`config.mk`:
```
export PLATFORM = sky130hd
export DESIGN_NAME = bb_queue
export DESIGN_NICKNAME = d
export VERILOG_FILES = /design/src/rtl/core/box_blur_3x3_rgb_core_defines.svh /design/src/rtl/core/bb_pkg.sv /design/src/rtl/core/bb_queue.sv
export SDC_FILE = /design/constraint.sdc
export NUM_CORES = 1
export LEC_CHECK = 0
export BUFFER_PORTS_ARGS = -buffer_cell sky130_fd_sc_hd__buf_2
export CORE_UTILIZATION = 57
export CTS_BUF_LIST = sky130_fd_sc_hd__clkbuf_8
export CTS_CLUSTER_DIAMETER = 50
export DETAILED_ROUTE_END_ITERATION = 16
export PLACE_DENSITY_LB_ADDON = 0.08
export SLEW_MARGIN = 40
export SYNTH_ARGS = -nofsm -noshare
export SYNTH_HDL_FRONTEND = slang
export SYNTH_SLANG_ARGS = --single-unit
```
`constraint.sdc`:
```
create_clock -name clk -period 3.3 [get_ports clk]
set_input_delay 0.33 -clock clk [delete_from_list [all_inputs] [get_ports clk]]
set_output_delay 0.33 -clock clk [all_outputs]
set_load 0.02 [all_outputs]
```
`src/rtl/core/box_blur_3x3_rgb_core_defines.svh`:
```
// ---------------------------------------------------------------------------
// Box blur core assertion macros
// Assertion wrappers; they compile to nothing when SYNTH is defined.
// ---------------------------------------------------------------------------
`ifndef BOX_BLUR_3X3_RGB_CORE_DEFINES_SVH
`define BOX_BLUR_3X3_RGB_CORE_DEFINES_SVH

`ifndef SYNTH
// Property that must hold at every clock edge outside reset.
`define BB_ASSERT(name, prop, msg) \
  name: assert property (@(posedge clk) disable iff (!rst_n) (prop)) else $error(msg);
// Same-cycle implication.
`define BB_ASSERT_IMP(name, ante, cons, msg) \
  name: assert property (@(posedge clk) disable iff (!rst_n) (ante) |-> (cons)) else $error(msg);
// Next-cycle implication.
`define BB_ASSERT_NEXT(name, ante, cons, msg) \
  name: assert property (@(posedge clk) disable iff (!rst_n) (ante) |=> (cons)) else $error(msg);
`else
`define BB_ASSERT(name, prop, msg)
`define BB_ASSERT_IMP(name, ante, cons, msg)
`define BB_ASSERT_NEXT(name, ante, cons, msg)
`endif

`endif

```
`src/rtl/core/bb_pkg.sv`:
```
// ---------------------------------------------------------------------------
// Box blur package
// Sizes, item structures and the rounding reciprocal tables of the blur core.
// ---------------------------------------------------------------------------
package bb_pkg;

  localparam int MAX_WIDTH    = 1024;
  localparam int MAX_HEIGHT   = 4096;
  localparam int COL_W        = $clog2(MAX_WIDTH);
  // The input row counter runs past the last row while the frame drains.
  localparam int ROW_W        = $clog2(MAX_HEIGHT) + 1;
  localparam int OUT_ROW_W    = $clog2(MAX_HEIGHT);
  localparam int WIDTH_REG_W  = 11;
  localparam int HEIGHT_REG_W = 13;
  localparam int CFG_DATA_W   = 13;
  localparam int CH_W         = 8;
  localparam int PIX_W        = 3 * CH_W;
  localparam int SUM_W        = 12;
  localparam int HALF_W       = 3;
  localparam int RECIP_W      = 16;
  localparam int RECIP_SHIFT  = 15;
  localparam int PROD_W       = SUM_W + RECIP_W;
  localparam int Q_DEPTH      = 4;
  localparam int Q_AW         = $clog2(Q_DEPTH);

  localparam logic [WIDTH_REG_W-1:0]  WIDTH_RESET  = 11'd640;
  localparam logic [HEIGHT_REG_W-1:0] HEIGHT_RESET = 13'd480;

  // Configuration register indexes.
  localparam logic [0:0] CFG_IMAGE_WIDTH  = 1'b0;
  localparam logic [0:0] CFG_IMAGE_HEIGHT = 1'b1;

  typedef struct packed {
    logic emit;
    logic left_ok;
    logic right_ok;
    logic top_ok;
    logic bottom_ok;
    logic frame_end;
  } bb_ctrl_t;

  typedef struct packed {
    logic [PIX_W-1:0] upper;
    logic [PIX_W-1:0] middle;
    logic [PIX_W-1:0] pixel;
    bb_ctrl_t         ctrl;
  } bb_entry_t;

  // Rounded mean of n values: ((sum + n/2) * recip) >> RECIP_SHIFT, with recip
  // the reciprocal of n rounded up. nr and nc are row and column counts 1..3.
  function automatic logic [RECIP_W-1:0] bb_recip(input logic [1:0] nr,
                                                  input logic [1:0] nc);
    logic [RECIP_W-1:0] r;
    case ({nr, nc})
      4'b0101:          r = 16'd32768;
      4'b0110, 4'b1001: r = 16'd16384;
      4'b0111, 4'b1101: r = 16'd10923;
      4'b1010:          r = 16'd8192;
      4'b1011, 4'b1110: r = 16'd5462;
      4'b1111:          r = 16'd3641;
      default:          r = 16'd32768;
    endcase
    return r;
  endfunction

  function automatic logic [HALF_W-1:0] bb_half(input logic [1:0] nr,
                                                input logic [1:0] nc);
    logic [HALF_W-1:0] h;
    case ({nr, nc})
      4'b0101:          h = 3'd0;
      4'b0110, 4'b1001: h = 3'd1;
      4'b0111, 4'b1101: h = 3'd1;
      4'b1010:          h = 3'd2;
      4'b1011, 4'b1110: h = 3'd3;
      4'b1111:          h = 3'd4;
      default:          h = 3'd0;
    endcase
    return h;
  endfunction

endpackage

```
`src/rtl/core/bb_queue.sv`:
```
// ---------------------------------------------------------------------------
// Box blur column queue
// Short FIFO of column entries between the front end and the filter.
// ---------------------------------------------------------------------------
module bb_queue import bb_pkg::*; (
  input  logic      clk,
  input  logic      rst_n,
  input  logic      push,
  input  bb_entry_t push_entry,
  output logic      full,
  input  logic      pop,
  output logic      valid,
  output bb_entry_t head
);

  bb_entry_t         slot_r [Q_DEPTH];
  logic [Q_AW-1:0]   wr_ptr_r, rd_ptr_r;
  logic [Q_AW:0]     count_r, count_nxt;

  assign full  = (count_r == (Q_AW+1)'(Q_DEPTH));
  assign valid = (count_r != '0);
  assign head  = slot_r[rd_ptr_r];

  always_comb begin
    count_nxt = count_r;
    if (push && !pop) begin
      count_nxt = count_r + 1'b1;
    end else if (pop && !push) begin
      count_nxt = count_r - 1'b1;
    end
  end

  always_ff @(posedge clk) begin
    if (!rst_n) begin
      wr_ptr_r <= '0;
      rd_ptr_r <= '0;
      count_r  <= '0;
    end else begin
      if (push) begin
        wr_ptr_r <= wr_ptr_r + 1'b1;
      end
      if (pop) begin
        rd_ptr_r <= rd_ptr_r + 1'b1;
      end
      count_r <= count_nxt;
    end
  end

  always_ff @(posedge clk) begin
    if (push) begin
      slot_r[wr_ptr_r] <= push_entry;
    end
  end

endmodule

```
Word-level counts from Yosys, hierarchy flattened
Memory sizes are Yosys's and may differ from the RTL's. A register that Yosys moved wholly into a read port is not among the register bits. Cells that the tools add are included.

Bits of input ports: 82. Memories: 1. RAM bits: 312. Register bits after elaboration: 7.

$add $sub $neg: 4. Reduce and logical (&&, ||, !) cells: 6. Mux-type cells: 6. Equal/unequal tests: 1.

Memories: slot_r (words 4, bits a word 78, rd ports 1, clocked after Yosys merged registers in 1, wr ports 1, line bb_queue.sv:16) `bb_entry_t slot_r [Q_DEPTH];`.

Operators with widths (count): $mux W3 (2); $add A2 B1 Y2 const B (2); $mux W2 (2); $add A3 B1 Y3 const B (1); $eq A3 B3 Y1 const B (1); $reduce_bool A3 Y1 (1); $sub A3 B1 Y3 const B (1); $logic_and A1 B1 Y1 (2); $logic_not A1 Y1 (2); $mux W1 (2); $reduce_bool A2 Y1 (1).

Logic depth before layout (Yosys ltp)
Depth in word-level cells: 4. Mapped depth: 7. Gate-level depth less buffers: 7.

Worst setup path before layout
Ideal clock, no wire load.

Kind: flip-flop to flip-flop. Start: register wr_ptr_r[0]. End: memory slot_r[0][0] in the netlist's numbering, enable pin. Cell stages (with the launch flop): 4. Required time: 2.855 ns. Buffers on the path: 0. Arrival: 2.360 ns. Period minus slack after synthesis: 2.804 ns. Setup slack: 0.496 ns. Cells stage by stage: dfxtp_1 -> inv_1 -> ha_1 -> and2_1.

RTL lines: from (decl) (line bb_queue.sv:17) `logic [Q_AW-1:0] wr_ptr_r, rd_ptr_r;`; from (signal assigned) (line bb_queue.sv:40) `wr_ptr_r <= wr_ptr_r + 1'b1;`; to (decl) (line bb_queue.sv:16).

No word-level cell before the write port.

==> flow_metrics.tcl <==
set metrics [dict create \
    outcome "finished clean" \
    io_pins 162 \
    min_to "slot_r[1][52]" \
    hold_violations 0 \
    synth_area_um2 11700 \
    wl_per_cell_um 19.9 \
    worst_ep_arrival_time_ns 2.33 \
    syn_avg_cell_area_um2 26.0 \
    cp_slowest_cell "mux4_2" \
    r2r_slack_ns 1.52 \
    setup_violations 0 \
    port_buffers 161 \
    rows 52 \
    synth_nets 539 \
    drive_gt1_share_pct 40.6 \
    cp_max_fo 22 \
    critPathTopFamily "buffers and inverters" \
    fillCellCount 1282 \
    core_um2 20200 \
    fp.dieArea_um2 21100 \
    hold_path.startpoint "push_entry[52]" \
    cts_tree "done" \
    wirelength_um 20400 \
    dp.final_hpwl_um 11700 \
    crit_type "flop to primary output" \
    setup_slack_ns 0.642 \
    cts.repair.resized 0 \
    die_h_um 145 \
    relSlewSlack_pct 66.8 \
    p_leak_nw 5.00 \
    yosysWarnings 0 \
    ant_nets 0 \
    synth_ff_type "edfxtp_1" \
    antenna_cells 0 \
    max_slew.worst_pin.slew_ns 0.498 \
    syn2layout_area_growth_pct 23.0 \
    ys_ff_latch 321 \
    vias 5559 \
    fin_tns_setup_ns 0 \
    hold_depth 1 \
    viasPerCell 5.41 \
    crit_required_ns 2.97 \
    hold_class "input port to flop" \
    clock_path_buffers 3 \
    regToRegEndpoint "slot_r[0][62]" \
    cp_num_buf_inv 2 \
    path_clk_slew_ns 0.06 \
    yosysUniqueCellTypes 21 \
    nNetsFinal 814 \
    fin_crit_sh_pct 80.5 \
    htree_levels 2 \
    clock-sinks 321 \
    rr_worst_depth 4 \
    dr.pass1.iters 4 \
    critPathCaptureType "primary output" \
    numCtsBuffers 48 \
    clockRootBuffer "clkbuf_8" \
    worst_clock_skew_ns 0.0109 \
    die_x_um 145 \
    antenna_found_initial 0 \
    grt_usage_pct 20.1 \
    powerDensity_nw_per_um2 589 \
    final_util_pct 71.5 \
    drv_cap 0 \
    grt_pass1_wl_um 32100 \
    gp_congestion 0.717 \
    critPathLaunchType "flop" \
    power_mw 8.50 \
    synth_cells 451 \
    cpPeakStageDelay_ns 0.59 \
    vdd_drop_max_mv 0.408 \
    async_reset_ff_share_pct 0 \
    dr.first_iter.drc_count 256 \
    synth_edf_count 312 \
    grt_max_degree 51 \
    floorplan.initialDensity_pct 58.1 \
    cp_cell_sequence "buf_4, mux4_2, buf_2" \
    route.detailed.drc 0 \
    grt-ovfl-total 0 \
    grt_pass1_vias 6027 \
    rsz0062_at_grt "no" \
    r2r_start "wr_ptr_r[0]" \
    max_freq_mhz 376 \
    layout_min_cycle_time_ns 2.66 \
    drv_slew 0 \
    pre_cts_ws_ns 1.12 \
    synth-seq-area-share_pct 81.5 \
    clk_latency_ns 0.54 \
    cp.depth 3 \
]
[Yosys cell counts, types with 2 or more instances]
| cell type | number | area, µm² |
|---|---|---|
| dfxtp_1 | 9 | 180 |
| and2_1 | 9 | 56.3 |
| mux4_2 | 78 | 1760 |
| buf_12 | 3 | 60.1 |
| mux2i_1 | 2 | 20.0 |
| inv_1 | 4 | 15.0 |
| or3_1 | 2 | 12.5 |
| nor2b_1 | 2 | 12.5 |
| edfxtp_1 | 312 | 9370 |
| buf_4 | 5 | 37.5 |
| xnor2_1 | 2 | 17.5 |
| buf_2 | 4 | 20.0 |
| clkbuf_1 | 5 | 18.8 |
| xor2_1 | 3 | 26.3 |
| ha_1 | 5 | 62.6 |
[worst reg2reg max path, cell delays in order, from the launching register on]
cell     delay [ns]
dfxtp_1        0.35
inv_1          0.11
ha_1           0.15
and2_4         0.46
buf_12         0.37
[state kept, by name, indices dropped and copies added, names as in the netlist, named ones only]
signal    cells
wr_ptr_r      2
slot_r      312
count_r       3
rd_ptr_r      2
[power by group]
part           leakage, nW  internal, mW  total (mW)  switching (mW)
Sequential            2.94          4.68        4.75          0.0708
Combinational         1.57         0.455        1.02           0.561
Clock                0.488          1.37        2.73            1.36
[layout by cell type, fill, tap and decap left out]
cell / n
a21boi_0: 1
and2_1: 5
and2_4: 4
buf_12: 6
buf_2: 161
buf_4: 1
clkbuf_8: 49
clkinv_1: 8
clkinv_2: 7
dfxtp_1: 7
dfxtp_4: 2
dlygate4sd3_1: 75
edfxtp_1: 312
fa_1: 1
ha_1: 5
inv_1: 22
mux2i_1: 2
mux4_2: 78
nand2_1: 1
nor2b_1: 2
nor3b_1: 1
o21ai_0: 1
or3_1: 2
xnor2_1: 2
xor2_1: 3
[per-stage QoR]
step / cells / hold WS [ns] / cell area, µm²
6_report: 1028 / 0.0256 / 14400
5_1_grt: 1028 / 0.00679 / 14400
4_1_cts: 1028 / 0.000479 / 14400
3_5_place_dp: 871 / 0.519 / 12900
3_3_place_gp: 871 / 0.477 / 12900
2_1_floorplan: 451 / 0.429 / 11700
[cell families (layout without fill, tap and decap cells)]
group	count (synthesis)	after routing	synth area share, %
DFF	321	321	81.5
muxes	80	80	15.2
buffers and inverters	22	329	1.39
and+or+nand+nor	15	15	0.790
adders and majority gates	6	6	0.705
xor gates and xnor gates	5	5	0.374
AOI/OAI and AO/OA	2	2	0.107
[per-layer routing]
metal / routed length (µm) / global-route usage, % / vias up
met5: 0 / 0 / -
met4: 242 / 6.00 / 0
met3: 1160 / 4.80 / 20
met2: 10400 / 33.8 / 167
met1: 8580 / 26.5 / 2888
li1: - / - / 2484
[worst max-delay path by stage]
stage | startpoint | to
6_report | flop | head[34]
5_1_grt | flop | head[50]
4_1_cts | flop | head[34]
3_5_place_dp | flop | head[34]
3_3_place_gp | flop | head[34]
2_1_floorplan | wr_ptr_r[0] | slot_r[0][0]
[layout make-up]
class	count	area [µm²]	area share, %
timing repair buffer	243	1680	11.7
clock inverter	33	133	0.920
clock buffer	49	674	4.68
inverter	4	15.0	0.104
sequential	321	9560	66.3
multi-input combinational	108	2020	14.0
tap	270	338	2.34
[timing repair]
action,CTS,global route
setup buffers,0,0
hold buffers,75,0
hold endpoints to repair,294,0
No activity file was read; power rests on OpenSTA's default activity.
