### config.mk
export PLATFORM = sky130hd
export DESIGN_NAME = bb_back
export DESIGN_NICKNAME = d
export VERILOG_FILES = /design/src/rtl/core/box_blur_3x3_rgb_core_defines.svh /design/src/rtl/core/bb_pkg.sv /design/src/rtl/core/bb_back.sv
export SDC_FILE = /design/constraint.sdc
export NUM_CORES = 2
export LEC_CHECK = 0
export ABC_AREA = 0
export BUFFER_PORTS_ARGS = -buffer_cell sky130_fd_sc_hd__clkbuf_2
export CORE_UTILIZATION = 31
export CTS_BUF_LIST = sky130_fd_sc_hd__clkbuf_4 sky130_fd_sc_hd__clkbuf_8
export CTS_CLUSTER_SIZE = 20
export DETAILED_ROUTE_END_ITERATION = 8
export GPL_ROUTABILITY_DRIVEN = 0
export PLACE_DENSITY = 0.51
export SLEW_MARGIN = 20
export SYNTH_ARGS = -nofsm -noshare
export SYNTH_HDL_FRONTEND = slang
export SYNTH_SLANG_ARGS = --single-unit
export TNS_END_PERCENT = 30
### constraint.sdc
create_clock -name clk -period 11.6 [get_ports clk]
set_input_delay 0.58 -clock clk [delete_from_list [all_inputs] [get_ports clk]]
set_output_delay 0.58 -clock clk [all_outputs]
set_load 0.01 [all_outputs]
### src/rtl/core/box_blur_3x3_rgb_core_defines.svh
// ---------------------------------------------------------------------------
// Box blur core assertion macros
// Assertion wrappers; they compile to nothing when SYNTH is defined.
// ---------------------------------------------------------------------------
`ifndef BOX_BLUR_3X3_RGB_CORE_DEFINES_SVH
`define BOX_BLUR_3X3_RGB_CORE_DEFINES_SVH

`ifndef SYNTH
// Property that must hold at every clock edge outside reset.
`define BB_ASSERT(name, prop, msg) \
  name: assert property (@(posedge clk) disable iff (!rst_n) (prop)) else $error(msg);
// Same-cycle implication.
`define BB_ASSERT_IMP(name, ante, cons, msg) \
  name: assert property (@(posedge clk) disable iff (!rst_n) (ante) |-> (cons)) else $error(msg);
// Next-cycle implication.
`define BB_ASSERT_NEXT(name, ante, cons, msg) \
  name: assert property (@(posedge clk) disable iff (!rst_n) (ante) |=> (cons)) else $error(msg);
`else
`define BB_ASSERT(name, prop, msg)
`define BB_ASSERT_IMP(name, ante, cons, msg)
`define BB_ASSERT_NEXT(name, ante, cons, msg)
`endif

`endif

### src/rtl/core/bb_pkg.sv
// ---------------------------------------------------------------------------
// Box blur package
// Sizes, item structures and the rounding reciprocal tables of the blur core.
// ---------------------------------------------------------------------------
package bb_pkg;

  localparam int MAX_WIDTH    = 1024;
  localparam int MAX_HEIGHT   = 4096;
  localparam int COL_W        = $clog2(MAX_WIDTH);
  // The input row counter runs past the last row while the frame drains.
  localparam int ROW_W        = $clog2(MAX_HEIGHT) + 1;
  localparam int OUT_ROW_W    = $clog2(MAX_HEIGHT);
  localparam int WIDTH_REG_W  = 11;
  localparam int HEIGHT_REG_W = 13;
  localparam int CFG_DATA_W   = 13;
  localparam int CH_W         = 8;
  localparam int PIX_W        = 3 * CH_W;
  localparam int SUM_W        = 12;
  localparam int HALF_W       = 3;
  localparam int RECIP_W      = 16;
  localparam int RECIP_SHIFT  = 15;
  localparam int PROD_W       = SUM_W + RECIP_W;
  localparam int Q_DEPTH      = 4;
  localparam int Q_AW         = $clog2(Q_DEPTH);

  localparam logic [WIDTH_REG_W-1:0]  WIDTH_RESET  = 11'd640;
  localparam logic [HEIGHT_REG_W-1:0] HEIGHT_RESET = 13'd480;

  // Configuration register indexes.
  localparam logic [0:0] CFG_IMAGE_WIDTH  = 1'b0;
  localparam logic [0:0] CFG_IMAGE_HEIGHT = 1'b1;

  typedef struct packed {
    logic emit;
    logic left_ok;
    logic right_ok;
    logic top_ok;
    logic bottom_ok;
    logic frame_end;
  } bb_ctrl_t;

  typedef struct packed {
    logic [PIX_W-1:0] upper;
    logic [PIX_W-1:0] middle;
    logic [PIX_W-1:0] pixel;
    bb_ctrl_t         ctrl;
  } bb_entry_t;

  // Rounded mean of n values: ((sum + n/2) * recip) >> RECIP_SHIFT, with recip
  // the reciprocal of n rounded up. nr and nc are row and column counts 1..3.
  function automatic logic [RECIP_W-1:0] bb_recip(input logic [1:0] nr,
                                                  input logic [1:0] nc);
    logic [RECIP_W-1:0] r;
    case ({nr, nc})
      4'b0101:          r = 16'd32768;
      4'b0110, 4'b1001: r = 16'd16384;
      4'b0111, 4'b1101: r = 16'd10923;
      4'b1010:          r = 16'd8192;
      4'b1011, 4'b1110: r = 16'd5462;
      4'b1111:          r = 16'd3641;
      default:          r = 16'd32768;
    endcase
    return r;
  endfunction

  function automatic logic [HALF_W-1:0] bb_half(input logic [1:0] nr,
                                                input logic [1:0] nc);
    logic [HALF_W-1:0] h;
    case ({nr, nc})
      4'b0101:          h = 3'd0;
      4'b0110, 4'b1001: h = 3'd1;
      4'b0111, 4'b1101: h = 3'd1;
      4'b1010:          h = 3'd2;
      4'b1011, 4'b1110: h = 3'd3;
      4'b1111:          h = 3'd4;
      default:          h = 3'd0;
    endcase
    return h;
  endfunction

endpackage

### src/rtl/core/bb_back.sv
// ---------------------------------------------------------------------------
// Box blur filter back end
// Shifts columns into the 3x3 window, sums the neighbours that lie inside
// the frame and divides by their count with rounding, in three stages.
// ---------------------------------------------------------------------------
module bb_back import bb_pkg::*; (
  input  logic            clk,
  input  logic            rst_n,
  input  logic            q_valid,
  input  bb_entry_t       q_head,
  output logic            q_pop,
  input  logic            win_clear,
  output logic            out_valid,
  input  logic            out_stall,
  output logic [CH_W-1:0] out_blue,
  output logic [CH_W-1:0] out_green,
  output logic [CH_W-1:0] out_red,
  output logic            out_frame_end
);

  logic [PIX_W-1:0]   win_r [3][3];
  logic               clear_pend_r;
  logic               adv;

  logic               b1_valid_r;
  bb_ctrl_t           b1_ctrl_r;

  logic               b2_valid_r;
  logic               b2_fe_r;
  logic [SUM_W-1:0]   b2_t_r [3];
  logic [RECIP_W-1:0] b2_recip_r;

  logic               out_valid_r;
  logic               out_fe_r;
  logic [CH_W-1:0]    out_ch_r [3];

  logic [2:0]         rmask, cmask;
  logic [1:0]         nr, nc;
  logic [SUM_W-1:0]   t_nxt [3];
  logic [PROD_W-1:0]  prod [3];

  assign adv   = !out_valid_r || !out_stall;
  assign q_pop = q_valid && adv;

  assign rmask = {b1_ctrl_r.bottom_ok, 1'b1, b1_ctrl_r.top_ok};
  assign cmask = {b1_ctrl_r.right_ok, 1'b1, b1_ctrl_r.left_ok};
  assign nr    = 2'd1 + {1'b0, b1_ctrl_r.top_ok} + {1'b0, b1_ctrl_r.bottom_ok};
  assign nc    = 2'd1 + {1'b0, b1_ctrl_r.left_ok} + {1'b0, b1_ctrl_r.right_ok};

  // Row sums first, then the total, plus half the count for rounding.
  always_comb begin
    logic [SUM_W-1:0] row_sum [3];
    for (int ch = 0; ch < 3; ch++) begin
      for (int i = 0; i < 3; i++) begin
        row_sum[i] = '0;
        for (int j = 0; j < 3; j++) begin
          if (rmask[i] && cmask[j]) begin
            row_sum[i] = row_sum[i] + SUM_W'(win_r[i][j][ch*CH_W +: CH_W]);
          end
        end
      end
      t_nxt[ch] = row_sum[0] + row_sum[1] + row_sum[2] + SUM_W'(bb_half(nr, nc));
    end
  end

  always_comb begin
    for (int ch = 0; ch < 3; ch++) begin
      prod[ch] = PROD_W'(b2_t_r[ch]) * PROD_W'(b2_recip_r);
    end
  end

  always_ff @(posedge clk) begin
    if (!rst_n) begin
      clear_pend_r <= 1'b0;
      b1_valid_r   <= 1'b0;
      b2_valid_r   <= 1'b0;
      out_valid_r  <= 1'b0;
      for (int i = 0; i < 3; i++) begin
        for (int j = 0; j < 3; j++) begin
          win_r[i][j] <= '0;
        end
      end
    end else begin
      // After the last result of a frame, or a register write, the window
      // starts again from zero.
      if (win_clear) begin
        clear_pend_r <= 1'b1;
      end else if (q_pop) begin
        clear_pend_r <= q_head.ctrl.frame_end;
      end
      if (q_pop) begin
        for (int i = 0; i < 3; i++) begin
          win_r[i][0] <= clear_pend_r ? '0 : win_r[i][1];
          win_r[i][1] <= clear_pend_r ? '0 : win_r[i][2];
        end
        win_r[0][2] <= q_head.upper;
        win_r[1][2] <= q_head.middle;
        win_r[2][2] <= q_head.pixel;
      end
      if (adv) begin
        b1_valid_r  <= q_pop && q_head.ctrl.emit;
        b2_valid_r  <= b1_valid_r;
        out_valid_r <= b2_valid_r;
      end
    end
  end

  always_ff @(posedge clk) begin
    if (q_pop) begin
      b1_ctrl_r <= q_head.ctrl;
    end
    if (adv) begin
      b2_fe_r    <= b1_ctrl_r.frame_end;
      b2_recip_r <= bb_recip(nr, nc);
      for (int ch = 0; ch < 3; ch++) begin
        b2_t_r[ch]   <= t_nxt[ch];
        out_ch_r[ch] <= prod[ch][RECIP_SHIFT +: CH_W];
      end
      out_fe_r <= b2_fe_r;
    end
  end

  assign out_valid     = out_valid_r;
  assign out_blue      = out_ch_r[0];
  assign out_green     = out_ch_r[1];
  assign out_red       = out_ch_r[2];
  assign out_frame_end = out_fe_r;

endmodule

## Word-level counts from Yosys, hierarchy flattened

Memories as Yosys holds them, arrays and structs flattened. A register that Yosys moved wholly into a read port is not among the register bits.
Index checks and enable logic that the tools add are counted.

- Reductions and logical operators: 10
- Add/subtract/negate cells: 31
- Muxes and demuxes: 47
- Bitwise gates (word level): 9
- $mul: 3

Operators by type and width:

| cell | count |
|---|---|
| $mux W24 | 15 |
| $add A12 B8 Y12 | 17 |
| $mux W12 | 14 |
| $add A12 B12 Y12 | 6 |
| $mux W8 | 9 |
| $mul A12 B16 Y23 | 3 |
| $add A12 B3 Y12 | 3 |
| $add A8 B8 Y9 | 1 |
| $mux W9 | 1 |
| $or A1 B1 Y1 | 9 |
| $mux W1 | 8 |
| $logic_and A1 B1 Y1 | 6 |
| $add A1 B1 Y2 const A | 2 |
| $add A2 B1 Y2 | 2 |
| $logic_not A1 Y1 | 2 |
| $reduce_bool A2 Y1 | 1 |
| $logic_or A1 B1 Y1 | 1 |

- ROM bits: 400
- Memories kept: 7
- Word-level logic and storage cells: 118
- Memory bits (writable): 276
- Output and inout bits: 27
- Register bits: 11
- Input port bits: 83

Memory list:

| name | words | width | rd ports | clocked after Yosys merged registers in | wr ports | line | text |
|---|---|---|---|---|---|---|---|
| (no name shown) | 16 | 16 | 1 | 1 | 0 | bb_pkg.sv:54 | `case ({nr, nc})` |
| win_r | 3 | 72 | 3 | 0 | 3 | bb_back.sv:21 | `logic [PIX_W-1:0] win_r [3][3];` |
| (no name shown) | 16 | 3 | 1 | 0 | 0 | bb_pkg.sv:69 | `case ({nr, nc})` |
| (no name shown) | 16 | 3 | 1 | 0 | 0 | bb_pkg.sv:69 |  |
| (no name shown) | 16 | 3 | 1 | 0 | 0 | bb_pkg.sv:69 |  |
| b2_t_r | 3 | 12 | 3 | 0 | 3 | bb_back.sv:30 | `logic [SUM_W-1:0] b2_t_r [3];` |
| +1 memories | - | - | - | - | - | - |  |

## Depth between registers and ports, before layout

- Depth after elaboration: 9
- Gate-level depth with buffers: 27
- Mapped depth without buffers: 25

## Least setup slack after synthesis

Ideal clock, no wire load.

- Path kind: input -> register
- From: input out_stall
- To: memory win_r[0][0] (netlist bit) (enable)
- Stages: 3
- Path buffers: 0
- Setup time: 0.588 ns
- Data required time: 11.012 ns
- Arrival: 7.023 ns
- Setup slack: 3.989 ns
- Cell sequence: nand2_1 nand2_1 nand2_1

RTL lines:

| what | line | text |
|---|---|---|
| start, declared | bb_back.sv:14 | `input logic out_stall,` |
| end, declared | bb_back.sv:21 |  |

==> impl_metrics.ini <==
[grt]
antenna_found_initial = 1
grt_pass1_wl_mm = 125
overflow = 0
grt_max_degree = 84
track_usage_pct = 15.1
grt_pass1_vias = 22207

[logic_synthesis]
synthCells = 3120
avgSynthCellArea_um2 = 10.4
yosysWarnings = 0
post-synth-top-count-cell = inv_1
netlist_top_cells_area = edfxtp_1 (27%), fa_1 (26%), ha_1 (13%)
synth_cell_types = 60
synth.cells.most_frequent = inv_1 (527), fa_1 (414), and2_1 (405), ha_1 (332), edfxtp_1 (291)
ys_ff_latch = 295
syn_nets = 3949
synth_area_um2 = 32500
synth-seq-area-share_pct = 27.2
synth_top_area_share_pct = 26.9
ys.flop_type = edfxtp_1
synth-async-reset-ratio_pct = 0
synth_edf_count = 291
synth_largest_area_cell = edfxtp_1

[power]
ir_drop_uv = 120
p_seq_share_pct = 22.3
power_density_nw_per_um2 = 206
combPwrFrac_pct = 61.7
power_w = 0.00738
p_switching_w = 0.00329
p_int_w = 0.00409
leakage_nw = 17.2
swShare_pct = 44.6
pwr-share-clk_pct = 15.9

[die]
chipHeight_um = 326
dieArea_um2 = 106000
start_util_pct = 31.3
fp.dieW_um = 326
pin_count = 110
rows = 118
core-area_um2 = 104000

[run_status]
outcome = finished, final reports clean

[timing]
worstMarginPinSlew_ns = 0.983
fin_crit_sh_pct = 54.0
fmax_mhz = 160
hold_viol = 0
fin_skew_ns = 0.0385
setup_tns_ns = 0
slew-limit-headroom_pct = 33.8
finalCriticalPeriod_ns = 6.26
report.final.slew_viol_count = 0
setup_violations = 0
rsz0062_at_grt = no
hold_ws_ns = 0.0787

[worst_setup_path]
required_ns = 12.02
endpoint = b2_t_r[0][35]
crit_arrival_ns = 6.68
startpoint = b1_ctrl_r[4]
cp-end-kind = register
worstSetupPathType = reg2reg
r2r_cells = 27
startpoint_type = register
cp_max_fo = 48
r2r-start = b1_ctrl_r[4]
r2r-end = b2_t_r[0][35]
rrSetupSlack_ns = 5.34

[clock_network]
cts_inserted_buffers = 55
clock_latency_ns = 0.68
cts.sinks = 295
htree_levels = 2
cts.path.max_buffers = 3
cts_root_buf = clkbuf_8
cts_tree = yes
cts.repair.resized = 0
cts_setup_buffers = 0
clkTransAtPathRegs_ns = 0.06
ctsHoldBuffers = 0

[routing]
drc = 0
post_drt_via_cell_ratio = 4.51
vias = 20929
wire_per_inst_um = 16.8
drtAntennaViolNets = 0
drtIter0Drc = 828
drt_wl_total_mm = 78.0
dr.pass1.iters = 5

[place]
post-dp-hpwl_mm = 62.4
numPortBuffers = 109

[final_layout]
nets = 4048
drive_above_1_share_pct = 8.00
syn_to_final_growth_pct = 10.4

[job]
maxCapViolCount = 0

[worst_hold_path]
hold_path.class = in2reg
==> metal layers <==
layer	up-vias	wire [um]	GRT usage (%)
li1	10300	-	-
met3	111	2130	1.80
met2	285	38700	26.6
met5	-	0	0
met4	0	2220	4.41
met1	10233	35000	19.4
==> cell families after synthesis <==
family                     Yosys count  synth area share [%]
and+or+nand+nor                    879                  14.6
muxes                               33                  1.07
adders and majority gates          749                  38.4
buffers and inverters              618                  7.16
DFF                                295                  27.2
xor gates and xnor gates           160                  4.32
AOI/OAI and AO/OA                  386                  7.30
==> power by group through the flow <==
stage | clock (W) | sequential, W | combinational (W)
after floorplan | 0 | 0.00159 | 0.00346
after global placement | 0 | 0.00167 | 0.00461
after detailed placement | 0 | 0.00167 | 0.00464
after CTS | 0.00123 | 0.00165 | 0.00469
after global routing | 0.00126 | 0.00167 | 0.00540
final | 0.00117 | 0.00165 | 0.00456
==> area by class of cell <==
class	instances	area (um2)
clock inverter	35	398
timing repair buffer	133	726
antenna	1	2.50
tap	1380	1730
inverter	527	1980
fill	10564	67800
clock buffer	67	853
sequential	295	8820
multi-input combinational	2207	21400
==> registers in the layout, indices dropped and copies added (netlist names) <==
signal and flops:
b1_ctrl_r 5, b1_valid_r 1, b2_fe_r 1, b2_recip_r 8, b2_t_r 36, b2_valid_r 1
clear_pend_r 1, out_ch_r 24, out_frame_end 1, out_valid 1, win_r 216
==> critical path: stages, from the launching register on <==
cell and delay [ns]:
edfxtp_1 0.32, buf_4 0.29, buf_4 0.49, and3_1 0.29
ha_1 0.24, a21o_1 0.23, maj3_1 0.35, mux2i_1 0.13
a32oi_1 0.08, xor2_1 0.25, nor2_1 0.07, ha_1 0.33
xnor2_1 0.16, nand2_1 0.06, o21ai_0 0.09, nand2_1 0.10
fa_1 0.51, inv_1 0.04, ha_1 0.27, ha_1 0.32
nor2b_1 0.14, o21ai_0 0.24, a21boi_0 0.16, o21ai_0 0.18
nand2b_1 0.10, a21o_1 0.19, a21oi_1 0.20, o21ai_0 0.11
==> worst min-delay path by stage <==
stage,cells past startpoint,endpoint,start,slack [ns]
2_1_floorplan,0,b2_fe_r,b1_ctrl_r[0],0.40
3_3_place_gp,0,out_frame_end,b2_fe_r,0.40
3_5_place_dp,0,out_frame_end,b2_fe_r,0.41
4_1_cts,1,b1_ctrl_r[3],q_head[3],0.02
5_1_grt,1,b1_ctrl_r[3],q_head[3],0.03
6_report,1,b1_ctrl_r[3],q_head[3],0.08
==> cell usage in the layout (no fill, tap or decap), types with 9 or more instances in the layout <==
| cell | n |
|---|---|
| clkbuf_4 | 11 |
| clkbuf_2 | 109 |
| and3_1 | 46 |
| clkinv_2 | 12 |
| clkbuf_8 | 56 |
| a31oi_1 | 9 |
| edfxtp_1 | 291 |
| nor2b_1 | 30 |
| o21bai_1 | 16 |
| fa_1 | 414 |
| xor2_1 | 51 |
| nand2b_1 | 16 |
| mux2i_1 | 19 |
| nand2_1 | 191 |
| xnor2_1 | 109 |
| o21ai_0 | 89 |
| a21o_1 | 63 |
| o2bb2ai_1 | 10 |
| a21oi_1 | 136 |
| nor3_1 | 45 |
| a21boi_0 | 9 |
| o21a_1 | 20 |
| buf_4 | 24 |
| inv_1 | 527 |
| and2_1 | 405 |
| nor2_1 | 98 |
| ha_1 | 332 |
| mux2_2 | 14 |
==> metrics by stage <==
| step | util (%) | worst slack [ns] | instances | instance area [um2] |
|---|---|---|---|---|
| floorplan | - | 3.99 | 3120 | 32500 |
| global placement | 33.4 | 5.43 | 4542 | 34600 |
| detailed placement | 33.4 | 5.38 | 4542 | 34600 |
| CTS | 34.6 | 5.36 | 4644 | 35900 |
| global route | 34.6 | 4.63 | 4645 | 35900 |
| finish | 34.6 | 5.34 | 4645 | 35900 |
Note: power is estimated with default switching activity, not from simulation.
